## config.mk

```make
export PLATFORM = sky130hd
export DESIGN_NAME = psu_rail_request_sequencer_unit
export DESIGN_NICKNAME = d
export VERILOG_FILES = /design/src/rtl/prs_pkg.sv /design/src/rtl/psu_rail_request_sequencer_unit.sv /design/src/rtl/prs_csr.sv /design/src/rtl/prs_vcode.sv /design/src/rtl/prs_seq.sv
export SDC_FILE = /design/constraint.sdc
export NUM_CORES = 1
export LEC_CHECK = 0
export BUFFER_PORTS_ARGS = -buffer_cell sky130_fd_sc_hd__buf_2
export CAP_MARGIN = 20
export CELL_PAD_IN_SITES_DETAIL_PLACEMENT = 1
export CELL_PAD_IN_SITES_GLOBAL_PLACEMENT = 1
export CORE_ASPECT_RATIO = 0.75
export CORE_MARGIN = 3
export CORE_UTILIZATION = 46
export DETAILED_ROUTE_END_ITERATION = 10
export PLACE_DENSITY = 0.91
export SLEW_MARGIN = 40
export SYNTH_ARGS = -nofsm -noshare
export SYNTH_HDL_FRONTEND = slang
export SYNTH_SLANG_ARGS = --single-unit
```

## constraint.sdc

```tcl
create_clock -name clock -period 15.8 [get_ports clock]
set_input_delay 2.37 -clock clock [delete_from_list [all_inputs] [get_ports clock]]
set_output_delay 2.37 -clock clock [all_outputs]
set_load 0.05 [all_outputs]
```

## src/rtl/prs_pkg.sv

```systemverilog
`timescale 1ns / 1ps
// ----------------------------------------------------------------------------
// prs_pkg: shared types and constants of the rail request sequencer
// Request/response structs, register map, command codes and status codes.
// ----------------------------------------------------------------------------
package prs_pkg;

   // Request type codes
   localparam logic [2:0] REQ_SET_VOLT   = 3'd0;
   localparam logic [2:0] REQ_GET_VOLT   = 3'd1;
   localparam logic [2:0] REQ_SET_ENABLE = 3'd2;
   localparam logic [2:0] REQ_I2C_DONE   = 3'd3;
   localparam logic [2:0] REQ_ALARM_DONE = 3'd4;

   // Response kinds
   localparam logic [2:0] KIND_REPLY      = 3'd0;
   localparam logic [2:0] KIND_I2C_WRITE  = 3'd1;
   localparam logic [2:0] KIND_I2C_WR_RD  = 3'd2;
   localparam logic [2:0] KIND_ALARM      = 3'd3;
   localparam logic [2:0] KIND_FINAL      = 3'd4;

   // Status codes
   localparam logic [2:0] ST_OK      = 3'd0;
   localparam logic [2:0] ST_PENDING = 3'd1;
   localparam logic [2:0] ST_BUSY    = 3'd2;
   localparam logic [2:0] ST_RANGE   = 3'd3;
   localparam logic [2:0] ST_DEVERR  = 3'd4;
   localparam logic [2:0] ST_UNEXP   = 3'd5;

   // I2C command codes and transfer lengths
   localparam logic [7:0] CMD_GET_V  = 8'h10;
   localparam logic [7:0] CMD_ENABLE = 8'h1E;
   localparam logic [7:0] CMD_SET_V  = 8'h20;
   localparam logic [1:0] LEN_NONE   = 2'd0;
   localparam logic [1:0] LEN_ONE    = 2'd1;
   localparam logic [1:0] LEN_TWO    = 2'd2;
   localparam logic [1:0] LEN_THREE  = 2'd3;

   // Register map: register i at byte address 4*i
   localparam int CSR_ADDR_W = 5;
   localparam logic [2:0] CSR_CHANNEL    = 3'd0;
   localparam logic [2:0] CSR_MAX_TARGET = 3'd1;
   localparam logic [2:0] CSR_MARGIN     = 3'd2;
   localparam logic [2:0] CSR_RAMP_SET   = 3'd3;
   localparam logic [2:0] CSR_RAMP_EN    = 3'd4;

   // Register reset values
   localparam logic [1:0]  RST_CHANNEL    = 2'd0;
   localparam logic [15:0] RST_MAX_TARGET = 16'd1100;
   localparam logic [7:0]  RST_MARGIN     = 8'd20;
   localparam logic [7:0]  RST_RAMP_SET   = 8'd1;
   localparam logic [7:0]  RST_RAMP_EN    = 8'd2;

   // Read-back scale: millivolts per received count
   localparam logic [3:0] READ_SCALE = 4'd15;

   typedef struct packed {
      logic [2:0]  req_type;
      logic [15:0] target_mv;
      logic        enable_value;
      logic        i2c_ok;
      logic [15:0] read_word;
      logic        adc_ok;
      logic [15:0] adc_mv;
   } prs_req_type;

   typedef struct packed {
      logic [2:0]  out_kind;
      logic [2:0]  status;
      logic [19:0] voltage_mv;
      logic        rail_enabled;
      logic [7:0]  cmd_byte0;
      logic [7:0]  cmd_byte1;
      logic [7:0]  cmd_byte2;
      logic [1:0]  write_len;
      logic [1:0]  read_len;
      logic [7:0]  alarm_ms;
   } prs_rsp_type;

   typedef struct packed {
      logic [1:0]  channel_index;
      logic [15:0] max_target_mv;
      logic [7:0]  margin_mv;
      logic [7:0]  ramp_set_ms;
      logic [7:0]  ramp_enable_ms;
   } prs_cfg_type;

endpackage

```

## src/rtl/psu_rail_request_sequencer_unit.sv

```systemverilog
`timescale 1ns / 1ps
// ----------------------------------------------------------------------------
// psu_rail_request_sequencer_unit: supply rail request sequencer
// Turns voltage/enable requests and bus/alarm events into bus commands,
// alarms and final responses for one rail.
// ----------------------------------------------------------------------------
//  channel   | direction | handshake                 | payload
//  ----------+-----------+---------------------------+----------------------
//  request   | in        | req_valid / req_ready     | req_data (prs_req_type)
//  response  | out       | rsp_valid / rsp_ready     | rsp_data (prs_rsp_type)
//  settings  | in        | psel/penable/pwrite/pready| paddr, pwdata, prdata
//
//  One request per cycle sustained while the output drains. A request passes
//  through the input register, then the single decision stage, then the
//  response register before it is answered. Synchronous reset puts the rail
//  in idle, enabled, with an unknown cached voltage. A stalled response holds
//  the input register; one more request can still be taken while the slot
//  is full.
// ----------------------------------------------------------------------------
module psu_rail_request_sequencer_unit (
   input  logic                            clock,
   input  logic                            reset,
   input  logic                            req_valid,
   output logic                            req_ready,
   input  prs_pkg::prs_req_type            req_data,
   output logic                            rsp_valid,
   input  logic                            rsp_ready,
   output prs_pkg::prs_rsp_type            rsp_data,
   input  logic                            psel,
   input  logic                            penable,
   input  logic                            pwrite,
   input  logic [prs_pkg::CSR_ADDR_W-1:0]  paddr,
   input  logic [31:0]                     pwdata,
   output logic [31:0]                     prdata,
   output logic                            pready
);
   import prs_pkg::*;

   prs_cfg_type cfg;

   prs_csr u_csr (
      .clock   (clock),
      .reset   (reset),
      .psel    (psel),
      .penable (penable),
      .pwrite  (pwrite),
      .paddr   (paddr),
      .pwdata  (pwdata),
      .prdata  (prdata),
      .pready  (pready),
      .cfg     (cfg)
   );

   prs_seq u_seq (
      .clock     (clock),
      .reset     (reset),
      .cfg       (cfg),
      .req_valid (req_valid),
      .req_ready (req_ready),
      .req_data  (req_data),
      .rsp_valid (rsp_valid),
      .rsp_ready (rsp_ready),
      .rsp_data  (rsp_data)
   );

endmodule

```

## src/rtl/prs_csr.sv

```systemverilog
`timescale 1ns / 1ps
// ----------------------------------------------------------------------------
// prs_csr: configuration register file
// APB-style write/read access to the five sequencer settings.
// ----------------------------------------------------------------------------
module prs_csr (
   input  logic                             clock,
   input  logic                             reset,
   input  logic                             psel,
   input  logic                             penable,
   input  logic                             pwrite,
   input  logic [prs_pkg::CSR_ADDR_W-1:0]   paddr,
   input  logic [31:0]                      pwdata,
   output logic [31:0]                      prdata,
   output logic                             pready,
   output prs_pkg::prs_cfg_type             cfg
);
   import prs_pkg::*;

   prs_cfg_type cfg_ff;
   logic [2:0]  index;
   logic        wr_en;

   assign index  = paddr[CSR_ADDR_W-1:2];
   assign wr_en  = psel && penable && pwrite;
   assign pready = 1'b1;
   assign cfg    = cfg_ff;

   // register writes in the access phase
   always_ff @(posedge clock) begin
      if (reset) begin
         cfg_ff.channel_index  <= RST_CHANNEL;
         cfg_ff.max_target_mv  <= RST_MAX_TARGET;
         cfg_ff.margin_mv      <= RST_MARGIN;
         cfg_ff.ramp_set_ms    <= RST_RAMP_SET;
         cfg_ff.ramp_enable_ms <= RST_RAMP_EN;
      end else if (wr_en) begin
         unique case (index)
            CSR_CHANNEL:    cfg_ff.channel_index  <= pwdata[1:0];
            CSR_MAX_TARGET: cfg_ff.max_target_mv  <= pwdata[15:0];
            CSR_MARGIN:     cfg_ff.margin_mv      <= pwdata[7:0];
            CSR_RAMP_SET:   cfg_ff.ramp_set_ms    <= pwdata[7:0];
            CSR_RAMP_EN:    cfg_ff.ramp_enable_ms <= pwdata[7:0];
            default: ;
         endcase
      end
   end

   // read-back mux
   always_comb begin
      unique case (index)
         CSR_CHANNEL:    prdata = {30'd0, cfg_ff.channel_index};
         CSR_MAX_TARGET: prdata = {16'd0, cfg_ff.max_target_mv};
         CSR_MARGIN:     prdata = {24'd0, cfg_ff.margin_mv};
         CSR_RAMP_SET:   prdata = {24'd0, cfg_ff.ramp_set_ms};
         CSR_RAMP_EN:    prdata = {24'd0, cfg_ff.ramp_enable_ms};
         default:        prdata = 32'd0;
      endcase
   end

endmodule

```

## src/rtl/prs_vcode.sv

```systemverilog
`timescale 1ns / 1ps
// ----------------------------------------------------------------------------
// prs_vcode: voltage target encoder
// Splits a millivolt target into 12.5 mV coarse steps and 2.5 mV fine steps.
// ----------------------------------------------------------------------------
module prs_vcode (
   input  logic [15:0] target_mv,
   output logic [15:0] vcode
);
   // coarse = floor(2*target / 25) through a reciprocal multiply
   localparam int          RECIP_SHIFT = 22;
   localparam logic [17:0] RECIP_MUL   = 18'((2**RECIP_SHIFT + 24) / 25);
   localparam logic [2:0]  FINE_MAX    = 3'h7;

   logic [16:0] twice;
   logic [34:0] prod;
   logic [12:0] coarse;
   logic [16:0] coarse_x25;
   logic [15:0] mvref;
   logic [15:0] diff;
   logic [2:0]  fine;

   // fine steps = floor(diff * 2 / 5), diff stays below 13
   function automatic logic [2:0] fine_steps(input logic [3:0] d);
      logic [2:0] f;
      case (d)
         4'd0, 4'd1, 4'd2:   f = 3'd0;
         4'd3, 4'd4:         f = 3'd1;
         4'd5, 4'd6, 4'd7:   f = 3'd2;
         4'd8, 4'd9:         f = 3'd3;
         4'd10, 4'd11, 4'd12: f = 3'd4;
         4'd13, 4'd14:       f = 3'd5;
         default:            f = 3'd6;
      endcase
      return f;
   endfunction

   always_comb begin
      twice      = {target_mv, 1'b0};
      prod       = 35'(twice) * 35'(RECIP_MUL);
      coarse     = prod[34:RECIP_SHIFT];
      // coarse * 12.5 mV, rounded down
      coarse_x25 = {coarse, 4'd0} + {1'b0, coarse, 3'd0} + {4'd0, coarse};
      mvref      = coarse_x25[16:1];
      diff       = target_mv - mvref;
      fine       = fine_steps(diff[3:0]);
      if (fine > FINE_MAX) begin
         fine = FINE_MAX;
      end
      // fine count sits at bit 12 and overlaps the top coarse bit
      vcode = {1'b0, fine, 12'd0} | {3'd0, coarse};
   end

endmodule

```

## src/rtl/prs_seq.sv

```systemverilog
`timescale 1ns / 1ps
// ----------------------------------------------------------------------------
// prs_seq: request sequencer datapath and phase machine
// Input register, single-pass decision logic, rail state and response register.
// ----------------------------------------------------------------------------
module prs_seq (
   input  logic                  clock,
   input  logic                  reset,
   input  prs_pkg::prs_cfg_type  cfg,
   input  logic                  req_valid,
   output logic                  req_ready,
   input  prs_pkg::prs_req_type  req_data,
   output logic                  rsp_valid,
   input  logic                  rsp_ready,
   output prs_pkg::prs_rsp_type  rsp_data
);
   import prs_pkg::*;

   typedef enum logic [2:0] {
      PH_IDLE,
      PH_CONVERT,
      PH_WAIT_VOLT,
      PH_COMPARE,
      PH_WAIT_EN,
      PH_DONE_EN
   } phase_type;

   phase_type   phase_ff, phase_in;
   logic [19:0] cached_ff, cached_in;
   logic        enabled_ff, enabled_in;
   logic [15:0] pend_mv_ff, pend_mv_in;
   logic        pend_en_ff, pend_en_in;
   logic        in_valid_ff;
   prs_req_type in_data_ff;
   logic        out_valid_ff;
   prs_rsp_type out_data_ff, out_data_in;
   logic        advance;
   logic [15:0] vcode;
   logic [16:0] adc_plus;
   logic [16:0] tgt_plus;
   logic [19:0] read_mv;

   prs_vcode u_vcode (
      .target_mv (in_data_ff.target_mv),
      .vcode     (vcode)
   );

   // request moves on when the response slot is free or being drained
   assign advance   = in_valid_ff && (!out_valid_ff || rsp_ready);
   assign req_ready = !in_valid_ff || advance;
   assign rsp_valid = out_valid_ff;
   assign rsp_data  = out_data_ff;

   assign adc_plus = {1'b0, in_data_ff.adc_mv} + {9'd0, cfg.margin_mv};
   assign tgt_plus = {1'b0, pend_mv_ff} + {9'd0, cfg.margin_mv};
   assign read_mv  = 20'(in_data_ff.read_word) * 20'(READ_SCALE);

   // decision logic for the request in the input register
   always_comb begin
      phase_in   = phase_ff;
      cached_in  = cached_ff;
      enabled_in = enabled_ff;
      pend_mv_in = pend_mv_ff;
      pend_en_in = pend_en_ff;
      out_data_in = '0;
      out_data_in.out_kind = KIND_REPLY;
      out_data_in.status   = ST_UNEXP;

      case (in_data_ff.req_type)
         REQ_SET_VOLT: begin
            if (in_data_ff.target_mv > cfg.max_target_mv) begin
               out_data_in.status = ST_RANGE;
            end else if (phase_ff != PH_IDLE) begin
               out_data_in.status = ST_BUSY;
            end else if (cached_ff != 20'd0 && cached_ff == {4'd0, in_data_ff.target_mv}) begin
               out_data_in.status = ST_OK;
            end else begin
               pend_mv_in = in_data_ff.target_mv;
               phase_in   = PH_WAIT_VOLT;
               out_data_in.out_kind  = KIND_I2C_WRITE;
               out_data_in.status    = ST_PENDING;
               out_data_in.cmd_byte0 = CMD_SET_V + {6'd0, cfg.channel_index};
               out_data_in.cmd_byte1 = vcode[15:8];
               out_data_in.cmd_byte2 = vcode[7:0];
               out_data_in.write_len = LEN_THREE;
            end
         end
         REQ_GET_VOLT: begin
            if (phase_ff != PH_IDLE) begin
               out_data_in.status = ST_BUSY;
            end else if (cached_ff != 20'd0) begin
               out_data_in.status = ST_OK;
            end else begin
               phase_in = PH_CONVERT;
               out_data_in.out_kind  = KIND_I2C_WR_RD;
               out_data_in.status    = ST_PENDING;
               out_data_in.cmd_byte0 = CMD_GET_V + {6'd0, cfg.channel_index};
               out_data_in.write_len = LEN_ONE;
               out_data_in.read_len  = LEN_TWO;
            end
         end
         REQ_SET_ENABLE: begin
            if (phase_ff != PH_IDLE) begin
               out_data_in.status = ST_BUSY;
            end else begin
               pend_en_in = in_data_ff.enable_value;
               phase_in   = PH_WAIT_EN;
               out_data_in.out_kind  = KIND_I2C_WRITE;
               out_data_in.status    = ST_PENDING;
               out_data_in.cmd_byte0 = CMD_ENABLE;
               out_data_in.cmd_byte1 = {6'd0, cfg.channel_index};
               out_data_in.cmd_byte2 = {7'd0, in_data_ff.enable_value};
               out_data_in.write_len = LEN_THREE;
            end
         end
         REQ_I2C_DONE: begin
            if (phase_ff == PH_CONVERT) begin
               phase_in = PH_IDLE;
               out_data_in.out_kind = KIND_FINAL;
               if (in_data_ff.i2c_ok) begin
                  cached_in = read_mv;
                  out_data_in.status = ST_OK;
               end else begin
                  out_data_in.status = ST_DEVERR;
               end
            end else if (phase_ff == PH_WAIT_VOLT) begin
               if (!in_data_ff.i2c_ok) begin
                  phase_in = PH_IDLE;
                  out_data_in.out_kind = KIND_FINAL;
                  out_data_in.status   = ST_DEVERR;
               end else if (enabled_ff) begin
                  phase_in = PH_COMPARE;
                  out_data_in.out_kind = KIND_ALARM;
                  out_data_in.status   = ST_PENDING;
                  out_data_in.alarm_ms = cfg.ramp_set_ms;
               end else begin
                  cached_in = {4'd0, pend_mv_ff};
                  phase_in  = PH_IDLE;
                  out_data_in.out_kind = KIND_FINAL;
                  out_data_in.status   = ST_OK;
               end
            end else if (phase_ff == PH_WAIT_EN) begin
               if (!in_data_ff.i2c_ok) begin
                  phase_in = PH_IDLE;
                  out_data_in.out_kind = KIND_FINAL;
                  out_data_in.status   = ST_DEVERR;
               end else begin
                  enabled_in = pend_en_ff;
                  if (pend_en_ff) begin
                     phase_in = PH_DONE_EN;
                     out_data_in.out_kind = KIND_ALARM;
                     out_data_in.status   = ST_PENDING;
                     out_data_in.alarm_ms = cfg.ramp_enable_ms;
                  end else begin
                     phase_in = PH_IDLE;
                     out_data_in.out_kind = KIND_FINAL;
                     out_data_in.status   = ST_OK;
                  end
               end
            end
         end
         REQ_ALARM_DONE: begin
            if (phase_ff == PH_COMPARE) begin
               phase_in = PH_IDLE;
               out_data_in.out_kind = KIND_FINAL;
               // margin window compared on widened sums
               if (!in_data_ff.adc_ok) begin
                  out_data_in.status = ST_DEVERR;
               end else if (adc_plus < {1'b0, pend_mv_ff} ||
                            {1'b0, in_data_ff.adc_mv} > tgt_plus) begin
                  out_data_in.status = ST_DEVERR;
               end else begin
                  cached_in = {4'd0, pend_mv_ff};
                  out_data_in.status = ST_OK;
               end
            end else if (phase_ff == PH_DONE_EN) begin
               phase_in = PH_IDLE;
               out_data_in.out_kind = KIND_FINAL;
               out_data_in.status   = ST_OK;
            end
         end
         default: ;
      endcase

      out_data_in.voltage_mv   = cached_in;
      out_data_in.rail_enabled = enabled_in;
   end

   // input register, rail state and response register
   always_ff @(posedge clock) begin
      if (reset) begin
         in_valid_ff  <= 1'b0;
         out_valid_ff <= 1'b0;
         phase_ff     <= PH_IDLE;
         cached_ff    <= 20'd0;
         enabled_ff   <= 1'b1;
         pend_mv_ff   <= 16'd0;
         pend_en_ff   <= 1'b0;
      end else begin
         if (req_valid && req_ready) begin
            in_valid_ff <= 1'b1;
            in_data_ff  <= req_data;
         end else if (advance) begin
            in_valid_ff <= 1'b0;
         end
         if (advance) begin
            out_valid_ff <= 1'b1;
            out_data_ff  <= out_data_in;
            phase_ff     <= phase_in;
            cached_ff    <= cached_in;
            enabled_ff   <= enabled_in;
            pend_mv_ff   <= pend_mv_in;
            pend_en_ff   <= pend_en_in;
         end else if (rsp_ready) begin
            out_valid_ff <= 1'b0;
         end
      end
   end

endmodule

```

**Word-level counts from Yosys, hierarchy flattened**

Memories as Yosys holds them, arrays and structs flattened.
Index checks and enable logic that the tools add are counted.

- $add $sub $neg: 7
- $mul: 2
- Div/mod/pow operators: 0
- $lt $le $gt $ge: 4
- Equal/unequal tests: 22
- Shift-type cells: 0
- Mux-type cells: 77
- Bitwise gates (word level): 7
- Reductions and logical operators: 29

Operators by type and width:

| operator | number |
|---|---|
| $mux 20 | 8 |
| $pmux 16 s5 | 1 |
| $mux 26 | 3 |
| $mux 3 | 25 |
| $mux 8 | 8 |
| $mux 6 | 9 |
| $pmux 20 s2 | 1 |
| $add 16x8->17 | 2 |
| $mul 16x18->34 const B | 1 |
| $pmux 16 s2 | 1 |
| $pmux 6 s5 | 1 |
| $pmux 8 s3 | 1 |
| $mux 23 | 1 |
| $eq 20x16->1 | 1 |
| $mul 16x4->20 const B | 1 |
| $reduce_bool 20->1 | 1 |
| $eq 3x2->1 const B | 6 |
| $gt 16x17->1 | 1 |
| $lt 17x16->1 | 1 |
| $gt 16x16->1 | 1 |
| $or 15x13->15 | 1 |
| $pmux 3 s5 | 1 |
| $reduce_and 2->1 | 7 |
| $eq 3x3->1 const B | 4 |
| other kinds (25) | 61 |

- Flip-flop bits (word level): 202
- Bits in latches: 0
- Memory bits (writable): 0
- ROM bits: 48
- Output and inout port bits: 98
- Word-level logic and storage cells: 178
- Memories: 1

Memory list:

| name | words | width | read ports | clocked after memory_dff | write ports | line | source |
|---|---|---|---|---|---|---|---|
| (no name shown) | 16 | 3 | 1 | 0 | 0 | prs_vcode.sv:26 | `case (d)` |

**Depth between registers and ports, before layout**

An unclocked memory read counts as a cell.

- Word-level depth: 12
- Depth in mapped cells: 31
- Mapped depth without buffers: 31

**Hierarchy**

A second synthesis with hierarchy kept.

- Cell total of the unflattened synthesis: 1802
- Area total of the unflattened synthesis: 17986.0 sq um

Modules (own cells, without submodules):

| module | times used | cells each | area each (sq um) | seq. area each (sq um) |
|---|---|---|---|---|
| prs_seq | 1 | 1034 | 10442.5 | 4254.1 |
| prs_vcode | 1 | 531 | 5316.3 | 0.0 |
| prs_csr | 1 | 237 | 2227.1 | 840.8 |

**Worst setup path after synthesis**

OpenSTA, ideal clock, no wires.

- Path type: register to register
- From: reg u_seq.in_data_ff[37] (netlist bit)
- To: reg u_seq.out_data_ff, in the netlist u_seq.rsp_data[24], data pin
- Library setup time: 0.147 ns
- Arrival: 7.310 ns
- Data required time: 15.653 ns
- Slack: 8.344 ns
- Stages on the path, launching flop included: 32
- Buffers on the path: 0
- Period minus slack after synthesis: 7.456 ns
- Path through: edfxtp_1 fa_1 inv_1 fa_1 inv_1 fa_1 inv_1 fa_1 inv_1 fa_1 inv_1 fa_1 inv_1 ha_1 o21a_1 o21ai_0 inv_1 a31oi_1 o211ai_1 a21oi_2 o21bai_1 a21oi_1 xnor2_1 ha_1 inv_1 ha_1 a21oi_1 xnor2_1 xnor3_1 xnor2_1 mux2_2 a21oi_1

RTL lines:

| what | line | source |
|---|---|---|
| start: declaration | prs_seq.sv:34 | `prs_req_type in_data_ff;` |
| start signal: assignment | prs_seq.sv:202 | `in_data_ff <= req_data;` |
| end signal: assignment | prs_seq.sv:208 | `out_data_ff <= out_data_in;` |
| end: declaration | prs_seq.sv:36 | `prs_rsp_type out_data_ff, out_data_in;` |

==> impl_metrics.yaml <==
logic_synthesis:
  synth_edf_count: 112
  synth_top_area_share_pct: 19.7
  synth.most_common_cell: "ha_1"
  post_synth_num_cell_types: 80
  synthTopCellsByCount: "ha_1 (227), inv_1 (223), fa_1 (134)"
  syn_inst: 1700
  netlist_area_um2: 17000
  async_reset_ff_share_pct: 0
  yosysSeqAreaShare_pct: 29.7
  ys_seq_elements: 197
  synth_warnings: 0
  ys.flop_type: "edfxtp_1"
  synthTopCellsByArea: "edfxtp_1 (20%), ha_1 (17%), fa_1 (16%)"
  synth_area_per_cell_um2: 10.0
  yosysTopAreaCell: "edfxtp_1"
routing:
  postRouteAntennaNets: 0
  drc: 0
  firstDrtPassIters: 5
  totalWireLength_um: 55700
  viasPerCell: 5.86
  via_count: 13740
  wl_per_cell_um: 23.7
  dr.first_iter.drc_count: 1304
worst_setup_path:
  cpMaxStageDelayCell: "edfxtp_1"
  crit_path_start_kind: "register"
  cp-endpoint: "u_seq.rsp_data[24]$_DFFE_PP_"
  cp-startpoint: "u_seq.in_data_ff[38]$_DFFE_PP_"
  path_max_fanout: 9
  reg2regPathDepth: 31
  r2r-start: "u_seq.in_data_ff[38]$_DFFE_PP_"
  critical_path_class: "register to register"
  path_common_cell: "inv_1"
  cp_data_arrival_time_ps: 9170
  endpoint_kind: "register"
  worstPathRequired_ps: 16090
  r2r-end: "u_seq.rsp_data[24]$_DFFE_PP_"
  max_stage_delay_ps: 770
  rrSetupSlack_ps: 6920
placed_design:
  hpwlAfterDp_um: 43600
  gp_congestion: 0.919
  io_buffers: 156
  dp_slack_ps: 7050
sta:
  hold_viol: 0
  fmax_ghz: 0.113
  fin_crit_sh_pct: 56.2
  relSlewSlack_pct: 33.7
  finalClockSkew_ps: 9.59
  rsz0062_at_grt: "false"
  worst_slew_pin_slew_ps: 988
  period_needed_ps: 8880
  finalWorstSetupSlack_ps: 6920
  maxSlewViolCount: 0
  tns_ps: 0
  setup_viol_count_final: 0
clocking:
  cts_hold_buffers: 0
  cts-resized-gates: 0
  clk_path_buf_depth: 2
  clk_latency_ps: 460
  post-cts-setup-buffer-count: 0
  cts_buffers: 17
  cts_tree: "built"
  cts-root-buf: "clkbuf_16"
  h-tree-depth: 4
  clock-sinks: 197
  path_clk_slew_ps: 80
pwr:
  p_leak_uw: 0.00854
  p_per_area_nw_per_um2: 169
  ir_drop_mv: 0.234
floorplan:
  start_util_pct: 47.1
  pin_count: 196
  num_rows: 60
  core_um2: 36200
  die_h_um: 173
  die_x_um: 228
  die-area_um2: 39400
global_routing:
  grt_pass1_vias: 14915
  grt_pass1_wl_um: 85800
  overflow: 0
  antenna_found_initial: 2
  grt_max_degree: 78
  grtUsageTotal_pct: 28.1
final_layout:
  multi_input_area_um2: 10900
  utilization_pct: 52.0
  seqCellArea_um2: 5060
  drive_gt1_share_pct: 12.2
  area_delta_synth_final_pct: 10.4
  nFillCells: 4131
  antenna_cells: 0
  nNetsFinal: 2296
outcome:
  status: "finished clean"
min_path:
  hp-class: "register to register"
run:
  max_cap_violations: 0
[metrics by stage]
step / instances / hold slack (ps) / area, µm² / power (µW)
floorplan: 1719 / 436 / 17100 / 2160
global placement: 2313 / 442 / 18200 / 2540
detailed placement: 2313 / 467 / 18200 / 2720
CTS: 2345 / 477 / 18800 / 3170
global route: 2346 / 508 / 18800 / 3440
finish: 2346 / 478 / 18800 / 3180
[area by class of cell]
class | count | share of cell area [%]
multi-input cells | 1233 | 57.8
flip-flops and latches | 197 | 26.9
repair buffers | 164 | 4.51
inverters | 224 | 4.47
well taps | 496 | 3.30
clock buffers | 21 | 2.51
clock inverters | 11 | 0.532
[flip-flops by register name, summed over array words and instances, names as in the netlist]
| register | flops |
|---|---|
| u_seq.rsp_data | 58 |
| u_seq.in_data_ff | 54 |
| u_csr.cfg | 42 |
| u_seq.cached_ff | 20 |
| u_seq.pend_mv_ff | 16 |
| u_seq.phase_ff | 3 |
| u_seq.enabled_ff | 1 |
| u_seq.in_valid_ff | 1 |
| u_seq.pend_en_ff | 1 |
| u_seq.rsp_valid | 1 |
[how the worst min path moves through the flow]
stage / startpoint / end / slack (ps) / cells past startpoint
after floorplan: u_csr.cfg[28]$_SDFFE_PP0P_ / u_csr.cfg[28]$_SDFFE_PP0P_ / 440 / 2
after global placement: u_csr.cfg[29]$_SDFFE_PP0P_ / u_csr.cfg[29]$_SDFFE_PP0P_ / 440 / 2
after detailed placement: u_csr.cfg[29]$_SDFFE_PP0P_ / u_csr.cfg[29]$_SDFFE_PP0P_ / 470 / 2
after CTS: u_csr.cfg[29]$_SDFFE_PP0P_ / u_csr.cfg[29]$_SDFFE_PP0P_ / 480 / 2
after global routing: u_csr.cfg[31]$_SDFFE_PP0P_ / u_csr.cfg[31]$_SDFFE_PP0P_ / 510 / 2
final: u_csr.cfg[29]$_SDFFE_PP0P_ / u_csr.cfg[29]$_SDFFE_PP0P_ / 480 / 2
[cell usage in the layout, fill, tap and decap left out, types with 7 or more instances in the layout]
cell / synthesis / final
ha_1: 227 / 227
inv_1: 223 / 223
buf_2: 2 / 156
fa_1: 134 / 134
nand2_1: 124 / 124
nor2_1: 115 / 114
edfxtp_1: 112 / 112
a21oi_1: 98 / 98
dfxtp_1: 85 / 85
o21ai_0: 59 / 59
xnor2_1: 46 / 46
mux2i_1: 41 / 41
xor2_1: 32 / 32
nand3_1: 29 / 29
nor3_1: 28 / 28
a21o_1: 23 / 23
conb_1: 2 / 21
clkbuf_16: 0 / 18
nand2b_1: 18 / 17
nor2b_1: 17 / 17
and2_1: 17 / 17
nand4_1: 13 / 13
o21bai_1: 12 / 12
a22oi_1: 11 / 11
a22o_1: 11 / 11
and3_1: 10 / 10
o221ai_1: 10 / 10
nor4_1: 9 / 9
o21a_1: 8 / 8
a211o_1: 8 / 8
o2bb2ai_1: 7 / 7
[logic make-up (layout without fill, tap and decap cells)]
| kind of cell | count (synthesis) | after routing | share of synthesized area (%) |
|---|---|---|---|
| and+or+nand+nor | 413 | 413 | 11.6 |
| adders and majority gates | 361 | 361 | 32.4 |
| AOI/OAI and AO/OA | 312 | 312 | 12.2 |
| buffers and inverters | 289 | 420 | 7.06 |
| DFF | 197 | 197 | 29.7 |
| xor gates and xnor gates | 79 | 79 | 4.14 |
| muxes | 47 | 47 | 2.87 |
| other | 2 | 21 | 0.0441 |
[where the power goes]
group | switching [µW] | internal, µW | leakage (µW)
logic | 1260 | 898 | 0.00654
registers | 24.0 | 561 | 0.00172
clock network | 221 | 222 | 0.000281
total | 1500 | 1680 | 0.00854
[per-layer routing]
layer	up-vias	GRT usage, %	share of wire [%]
met5	-	0	0.023
met4	2	10.4	3.5
met3	128	6.21	8.9
met1	6893	37.8	42
li1	6095	-	-
met2	622	44.7	45
[worst max-delay path: cells and delay by family, from the launching register on]
family,cells,cell delay [ps]
flip-flops,1,770
buffers and inverters,8,510
XOR/XNOR,4,1000
AO/OA/AOI/OAI,9,1870
adder cells (fa/ha/maj),9,4150
multiplexers,1,390
No activity file was read; power rests on OpenSTA's default activity.
